$ cat src/hw/rtl/rfae_pkg.sv
// Shared types and constants of the rotor flux angle estimator.
package rfae_pkg;

  localparam int CUR_W = 16;
  localparam int SPD_W = 24;
  localparam int CFG_W = 24;
  localparam int IMR_W = 32;
  localparam int ANG_W = 16;

  localparam int IN_TDATA_W  = 56;
  localparam int OUT_TDATA_W = 56;

  localparam int CFG_INDEX_W = 1;
  localparam logic [CFG_INDEX_W-1:0] REG_SAMPLE_PERIOD = 1'd0;
  localparam logic [CFG_INDEX_W-1:0] REG_INV_TR        = 1'd1;

  localparam logic [CFG_W-1:0] SAMPLE_PERIOD_RST = 24'd1678;
  localparam logic [CFG_W-1:0] INV_TR_RST        = 24'd2560;

  localparam logic signed [IMR_W-1:0] IMR_RST = 32'sd1;
  localparam logic signed [IMR_W-1:0] IMR_MAX = 32'sh7FFF_FFFF;
  localparam logic signed [IMR_W-1:0] IMR_MIN = 32'sh8000_0000;

  localparam logic signed [SPD_W-1:0] SPEED_MAX = 24'sh7F_FFFF;
  localparam logic signed [SPD_W-1:0] SPEED_MIN = 24'sh80_0000;

  // Filter coefficient, unsigned Q.24, clamped to one
  localparam int ALPHA_W = 25;
  localparam logic [ALPHA_W-1:0] ALPHA_ONE = 25'h100_0000;

  // Shared multiplier operands and product
  localparam int MUL_A_W = 33;
  localparam int MUL_B_W = 31;
  localparam int PROD_W  = 64;

  // round(2^32 / (2*pi)): radians to turn fraction, Q32
  localparam logic [MUL_B_W-1:0] TURN_PER_RAD = 31'd683565276;

  // Divider: 24 quotient bits after an overflow check
  localparam int NMAG_W    = 40;
  localparam int NUM_W     = 56;
  localparam int DEN_W     = 32;
  localparam int QUO_W     = 24;
  localparam int DIV_STEPS = 24;
  localparam int DIV_CNT_W = $clog2(DIV_STEPS);
  localparam logic [DIV_CNT_W-1:0] DIV_LAST = DIV_CNT_W'(DIV_STEPS - 1);
  localparam logic [QUO_W-1:0] QUO_POS_MAX = 24'd8388607;
  localparam logic [QUO_W-1:0] QUO_NEG_MAX = 24'd8388608;

  typedef enum logic [3:0] {
    ST_IDLE,
    ST_ALPHA_MUL,
    ST_ALPHA_WB,
    ST_FILT_MUL,
    ST_IMR_WB,
    ST_DIV_INIT,
    ST_DIV,
    ST_SLIP_WB,
    ST_SLIP_MUL,
    ST_SLIP_Q,
    ST_SLIP_TURN,
    ST_SLIP_ANG,
    ST_ROT_Q,
    ST_ROT_TURN,
    ST_ROT_ANG,
    ST_DONE
  } state_t;

  typedef enum logic [2:0] {
    MUL_TK,
    MUL_FILT,
    MUL_NUM,
    MUL_SLIP_T,
    MUL_ROT_T,
    MUL_TURN
  } mul_sel_t;

  typedef struct packed {
    logic     load_in;
    mul_sel_t mul_sel;
    logic     alpha_wb;
    logic     imr_wb;
    logic     div_init;
    logic     div_step;
    logic     slip_wb;
    logic     q_wb;
    logic     slip_ang_wb;
    logic     rot_ang_wb;
    logic     out_load;
  } dp_cmd_t;

  typedef struct packed {
    logic div_done;
  } dp_status_t;

endpackage

$ cat src/hw/rtl/rfae_controller.sv
// Controller: sequences one word through the datapath and owns the handshakes.
module rfae_controller (
  input  logic                 clk,
  input  logic                 rst,
  input  logic                 s_tvalid,
  output logic                 s_tready,
  output logic                 m_tvalid,
  input  logic                 m_tready,
  input  rfae_pkg::dp_status_t status,
  output rfae_pkg::dp_cmd_t    cmd
);

  rfae_pkg::state_t state;
  rfae_pkg::state_t state_next;

  always_ff @(posedge clk) begin
    if (rst) begin
      state    <= rfae_pkg::ST_IDLE;
      m_tvalid <= 1'b0;
    end else begin
      state <= state_next;
      if (cmd.out_load) begin
        m_tvalid <= 1'b1;
      end else if (m_tready) begin
        m_tvalid <= 1'b0;
      end
    end
  end

  assign s_tready = (state == rfae_pkg::ST_IDLE);

  always_comb begin
    cmd         = '0;
    state_next  = state;
    unique case (state)
      rfae_pkg::ST_IDLE: begin
        if (s_tvalid) begin
          cmd.load_in = 1'b1;
          state_next  = rfae_pkg::ST_ALPHA_MUL;
        end
      end
      rfae_pkg::ST_ALPHA_MUL: begin
        cmd.mul_sel = rfae_pkg::MUL_TK;
        state_next  = rfae_pkg::ST_ALPHA_WB;
      end
      rfae_pkg::ST_ALPHA_WB: begin
        cmd.alpha_wb = 1'b1;
        state_next   = rfae_pkg::ST_FILT_MUL;
      end
      rfae_pkg::ST_FILT_MUL: begin
        cmd.mul_sel = rfae_pkg::MUL_FILT;
        state_next  = rfae_pkg::ST_IMR_WB;
      end
      rfae_pkg::ST_IMR_WB: begin
        cmd.imr_wb  = 1'b1;
        cmd.mul_sel = rfae_pkg::MUL_NUM;
        state_next  = rfae_pkg::ST_DIV_INIT;
      end
      rfae_pkg::ST_DIV_INIT: begin
        cmd.div_init = 1'b1;
        state_next   = rfae_pkg::ST_DIV;
      end
      rfae_pkg::ST_DIV: begin
        cmd.div_step = 1'b1;
        if (status.div_done) begin
          state_next = rfae_pkg::ST_SLIP_WB;
        end
      end
      rfae_pkg::ST_SLIP_WB: begin
        cmd.slip_wb = 1'b1;
        state_next  = rfae_pkg::ST_SLIP_MUL;
      end
      rfae_pkg::ST_SLIP_MUL: begin
        cmd.mul_sel = rfae_pkg::MUL_SLIP_T;
        state_next  = rfae_pkg::ST_SLIP_Q;
      end
      rfae_pkg::ST_SLIP_Q: begin
        cmd.q_wb   = 1'b1;
        state_next = rfae_pkg::ST_SLIP_TURN;
      end
      rfae_pkg::ST_SLIP_TURN: begin
        cmd.mul_sel = rfae_pkg::MUL_TURN;
        state_next  = rfae_pkg::ST_SLIP_ANG;
      end
      rfae_pkg::ST_SLIP_ANG: begin
        cmd.slip_ang_wb = 1'b1;
        cmd.mul_sel     = rfae_pkg::MUL_ROT_T;
        state_next      = rfae_pkg::ST_ROT_Q;
      end
      rfae_pkg::ST_ROT_Q: begin
        cmd.q_wb   = 1'b1;
        state_next = rfae_pkg::ST_ROT_TURN;
      end
      rfae_pkg::ST_ROT_TURN: begin
        cmd.mul_sel = rfae_pkg::MUL_TURN;
        state_next  = rfae_pkg::ST_ROT_ANG;
      end
      rfae_pkg::ST_ROT_ANG: begin
        cmd.rot_ang_wb = 1'b1;
        state_next     = rfae_pkg::ST_DONE;
      end
      rfae_pkg::ST_DONE: begin
        if (!m_tvalid || m_tready) begin
          cmd.out_load = 1'b1;
          state_next   = rfae_pkg::ST_IDLE;
        end
      end
      default: begin
        state_next = rfae_pkg::ST_IDLE;
      end
    endcase
  end

endmodule

$ cat config.mk
export PLATFORM = sky130hd
export DESIGN_NAME = rfae_controller
export DESIGN_NICKNAME = d
export VERILOG_FILES = /design/src/hw/rtl/rfae_pkg.sv /design/src/hw/rtl/rfae_controller.sv
export SDC_FILE = /design/constraint.sdc
export NUM_CORES = 1
export LEC_CHECK = 0
export BUFFER_PORTS_ARGS = -buffer_cell sky130_fd_sc_hd__buf_2
export CAP_MARGIN = 20
export CORE_AREA = 2 2 39 41
export CTS_BUF_LIST = sky130_fd_sc_hd__clkbuf_4 sky130_fd_sc_hd__clkbuf_8
export DETAILED_ROUTE_END_ITERATION = 16
export DIE_AREA = 0 0 41 43
export GPL_TIMING_DRIVEN = 0
export PLACE_DENSITY = 0.53
export SETUP_SLACK_MARGIN = 0.5
export SLEW_MARGIN = 20
export SYNTH_ARGS = -nofsm -noshare
export SYNTH_HDL_FRONTEND = slang
export SYNTH_SLANG_ARGS = --single-unit
$ cat constraint.sdc
create_clock -name clk -period 0.9 [get_ports clk]
set_input_delay 0.045 -clock clk [delete_from_list [all_inputs] [get_ports clk]]
set_output_delay 0.045 -clock clk [all_outputs]
set_load 0.01 [all_outputs]
Yosys cells after proc, flatten, opt, wreduce, memory -nomap -nowiden:

Index checks and enable logic that the tools add are counted.

* register bits: 5
* bits in latches: 0
* RAM bits: 0
* memory bits (read-only): 0
* input port bits: 5
* output and inout bits: 15
* word-level logic and storage cells: 46
* memories: 0

* add/sub/neg operators: 0
* $mul: 0
* div/mod/pow operators: 0
* order comparisons: 0
* equality and inequality tests: 18
* shift operators: 0
* muxes and demuxes: 19
* bitwise logic cells: 0
* reduce and logical (&&, ||, !) cells: 7

Operators by type and width (number)
* $pmux 4 s16: 1
* $eq 4x4->1 const B: 8
* $eq 4x3->1 const B: 4
* $pmux 3 s5: 1
* $mux 1: 14
* $mux 4: 3
* $eq 4x2->1 const B: 2
* $ne 2x2->1 const B: 3
* $eq 4x1->1 const B: 1
* $logic_not 4->1: 1
* $reduce_or 2->1: 2
* $reduce_and 3->1: 1
* $reduce_bool 2->1: 1
* $logic_not 1->1: 1
* $logic_or 1x1->1: 1

Longest topological paths before layout:

* depth in word-level cells: 5
* mapped depth: 4
* mapped depth without buffers: 3

Least setup slack after synthesis:

Ideal clock, no wire load.

* path kind: register -> output
* start point: reg state[0]
* end point: out cmd[12] (netlist name)
* arrival time: 1.115 ns
* required time: 0.855 ns
* path slack: -0.260 ns
* stages on the path, launching flop included: 4
* buffers on the path: 1
* cell sequence: dfxtp_1 -> buf_6 -> nor4_1 -> and2_1

RTL lines
* start, declared: RTL line rfae_controller.sv:13 `rfae_pkg::state_t state;`
* start signal, assigned: RTL line rfae_controller.sv:18 `state <= rfae_pkg::ST_IDLE;`
* start signal, assigned: RTL line rfae_controller.sv:21 `state <= state_next;`
* end, declared: RTL line rfae_controller.sv:10 `output rfae_pkg::dp_cmd_t cmd`

==> results.yml <==
finish:
  final-seq-area_um2: 116
  design_area_um2: 793
  multi_input_area_um2: 368
  drive_gt1_frac: 0.776
  final_nets: 91
  area_growth_pct: 118
  fin_cells: 101
  diodes: 0
  final.fill_count: 136
floorplanning:
  dieArea_um2: 1760
  pin_count: 20
  rows: 14
  initial_core_util: 0.263
  fp.dieH_um: 43
  design.core.area_um2: 1380
  die_x_um: 41
setup_path:
  crit_chain: "and3b_1, o21ai_2, o21ai_2, buf_2"
  required_ns: 0.85
  crit_path_frequent_cell: "o21ai_2"
  crit_buf_inv: 1
  arrival_ns: 1.16
  cp_max_fo: 7
  setup.worst_path.start_class: "flip-flop"
  end_kind: "output pin"
  critPathKind: "reg -> out"
  slowest_stage: "dfxtp_4"
  critPathMaxStageDelay_ns: 0.39
  crit_family: "flip-flops"
grt:
  grt_overflow: 0
  grt_pass1_wl_um: 1870
  grt_max_degree: 11
  grt_usage: 0.152
  grt_pass1_vias: 465
  antenna_found_initial: 0
detailed_routing:
  wl_per_cell_um: 11.1
  dr.pass1.iters: 4
  ant_nets: 0
  first_iter_violations: 4
  routed_via_density: 4.82
  routed_wl_um: 1120
  num_vias: 487
  drc_errors: 0
sta:
  fin_crit_ns: 1.20
  whs_ns: 0.0275
  fin_skew_ns: 0.000340
  tns_ns: -4.37
  setup_slack_ns: -0.305
  rsz0062_at_grt: "true"
  slew_headroom: 0.833
  hold_viol: 0
  tightest_slew_ns: 0.249
  setup_viol: 19
  fmax_mhz: 830
  fin_crit_sh: 1.34
  drv_slew: 0
logic_synthesis:
  ys_warn_count: 0
  syn_inst: 52
  ys_types: 21
  yosysTopAreaCell: "dfxtp_1"
  ys_top_cells_by_area: "dfxtp_1 (27%), nor3_1 (9.6%), nand2b_1 (8.6%)"
  syn_area_per_cell_um2: 7.00
  synth_nets: 57
  netlist_area_um2: 364
  synth_seq_cells: 5
  synth_seq_area_share: 0.275
  synth_top_area_share: 0.275
place:
  placed_area_um2: 606
  hpwlAfterDp_um: 722
  port_buffers: 19
  place.gp.congestion: 0.656
  dp_cells: 87
run_status:
  violations: "negative setup slack"
  outcome: "finished, violations left"
clocking:
  cts_tree: "done"
  htreeDepth: 1
  clock-root-buffer: "clkbuf_4"
  clockBufferDepth: 2
  clkTransAtPathRegs_ns: 0.04
  clock_latency_ns: 0.24
  holdBufCountCts: 0
  numCtsBuffers: 3
  cts_sinks: 5
pwr:
  power_leakage_nw: 0.344
  ir_drop_uv: 583
  powerDensity_nw_per_um2: 1040
hold_path:
  worstHoldPathType: "in -> reg"
run:
  cap_violations: 0
-- flip-flops by register name (all words and copies together) (netlist names) --
signal	cells
m_tvalid	1
state	4
-- timing repair --
| action | CTS | global route |
|---|---|---|
| pin swaps | 5 | 0 |
| setup buffers | 9 | 1 |
| setup endpoints to repair | 20 | 20 |
| hold endpoints to repair | 0 | 0 |
| gates resized for setup | 11 | 9 |
-- kinds of logic after synthesis --
family                    synth area share
AOI/OAI and AO/OA                    0.165
DFF                                  0.275
xor gates and xnor gates            0.0241
and+or+nand+nor                      0.464
buffers and inverters               0.0722
-- worst reg2reg max path, cell delays in order (launching register included) --
cell and delay [ns]:
dfxtp_4 0.38, buf_8 0.13, buf_6 0.11, buf_6 0.10, nand3_1 0.09, a21oi_2 0.13, nor3_2 0.04
-- per-stage QoR --
stage          utilization  setup WS (ns)  total power, mW
3_3_place_gp         0.438         -0.123            0.466
5_1_grt              0.573         -0.377            0.867
3_5_place_dp         0.438         -0.113            0.468
2_1_floorplan            -        -0.0324            0.413
6_report             0.573         -0.305            0.821
4_1_cts              0.540         -0.329            0.819
-- cell usage in the layout (no fill, tap or decap), types with 3 or more instances in the layout --
cell	n
buf_2	17
buf_6	7
buf_4	6
nor2_2	4
a21oi_2	4
clkbuf_4	4
dfxtp_4	4
nor3_2	3
nor2_1	3
-- Yosys cell counts, drive strengths merged --
cell and instances:
a21oi 4, a31oi 2, and2 1, and3b 1, buf 4, dfxtp 5, nand2 3, nand2b 5
nand3 1, nand4 1, nor2 8, nor2b 2, nor3 7, nor4 2, nor4bb 1, o21a 1
o21ai 2, o32a 1, xnor2 1
-- final timing paths --
| kind | from | end | slack [ns] | cells past startpoint |
|---|---|---|---|---|
| max | state[1]$_SDFFE_PP0P_ | cmd[9] | -0.30 | 4 |
| min | rst | m_tvalid$_SDFFE_PP0P_ | 0.03 | 2 |
| max reg2reg | state[0]$_SDFFE_PP0P_ | state[2]$_SDFFE_PP0P_ | -0.20 | 6 |
| min reg2reg | m_tvalid$_SDFFE_PP0P_ | m_tvalid$_SDFFE_PP0P_ | 0.53 | 2 |
-- layout make-up --
type	instances	area share
multi-input cells	43	0.464
repair buffers	29	0.249
flip-flops and latches	5	0.147
plain buffers	4	0.0773
clock buffers	4	0.0379
well taps	16	0.0252
-- routing by layer --
layer | global-route usage | vias to the layer above | wire, um
met2 | 0.241 | 11 | 617
met4 | 0.0800 | 0 | 0
met3 | 0.0157 | 0 | 51
li1 | - | 253 | -
met1 | 0.190 | 223 | 452
met5 | 0 | - | 0
-- power by group --
| group | internal [mW] | total (mW) | switching, mW |
|---|---|---|---|
| Clock | 0.198 | 0.289 | 0.0912 |
| Sequential | 0.230 | 0.255 | 0.0253 |
| Combinational | 0.151 | 0.277 | 0.126 |
| Total | 0.579 | 0.821 | 0.242 |
No activity file was read; power rests on OpenSTA's default activity.
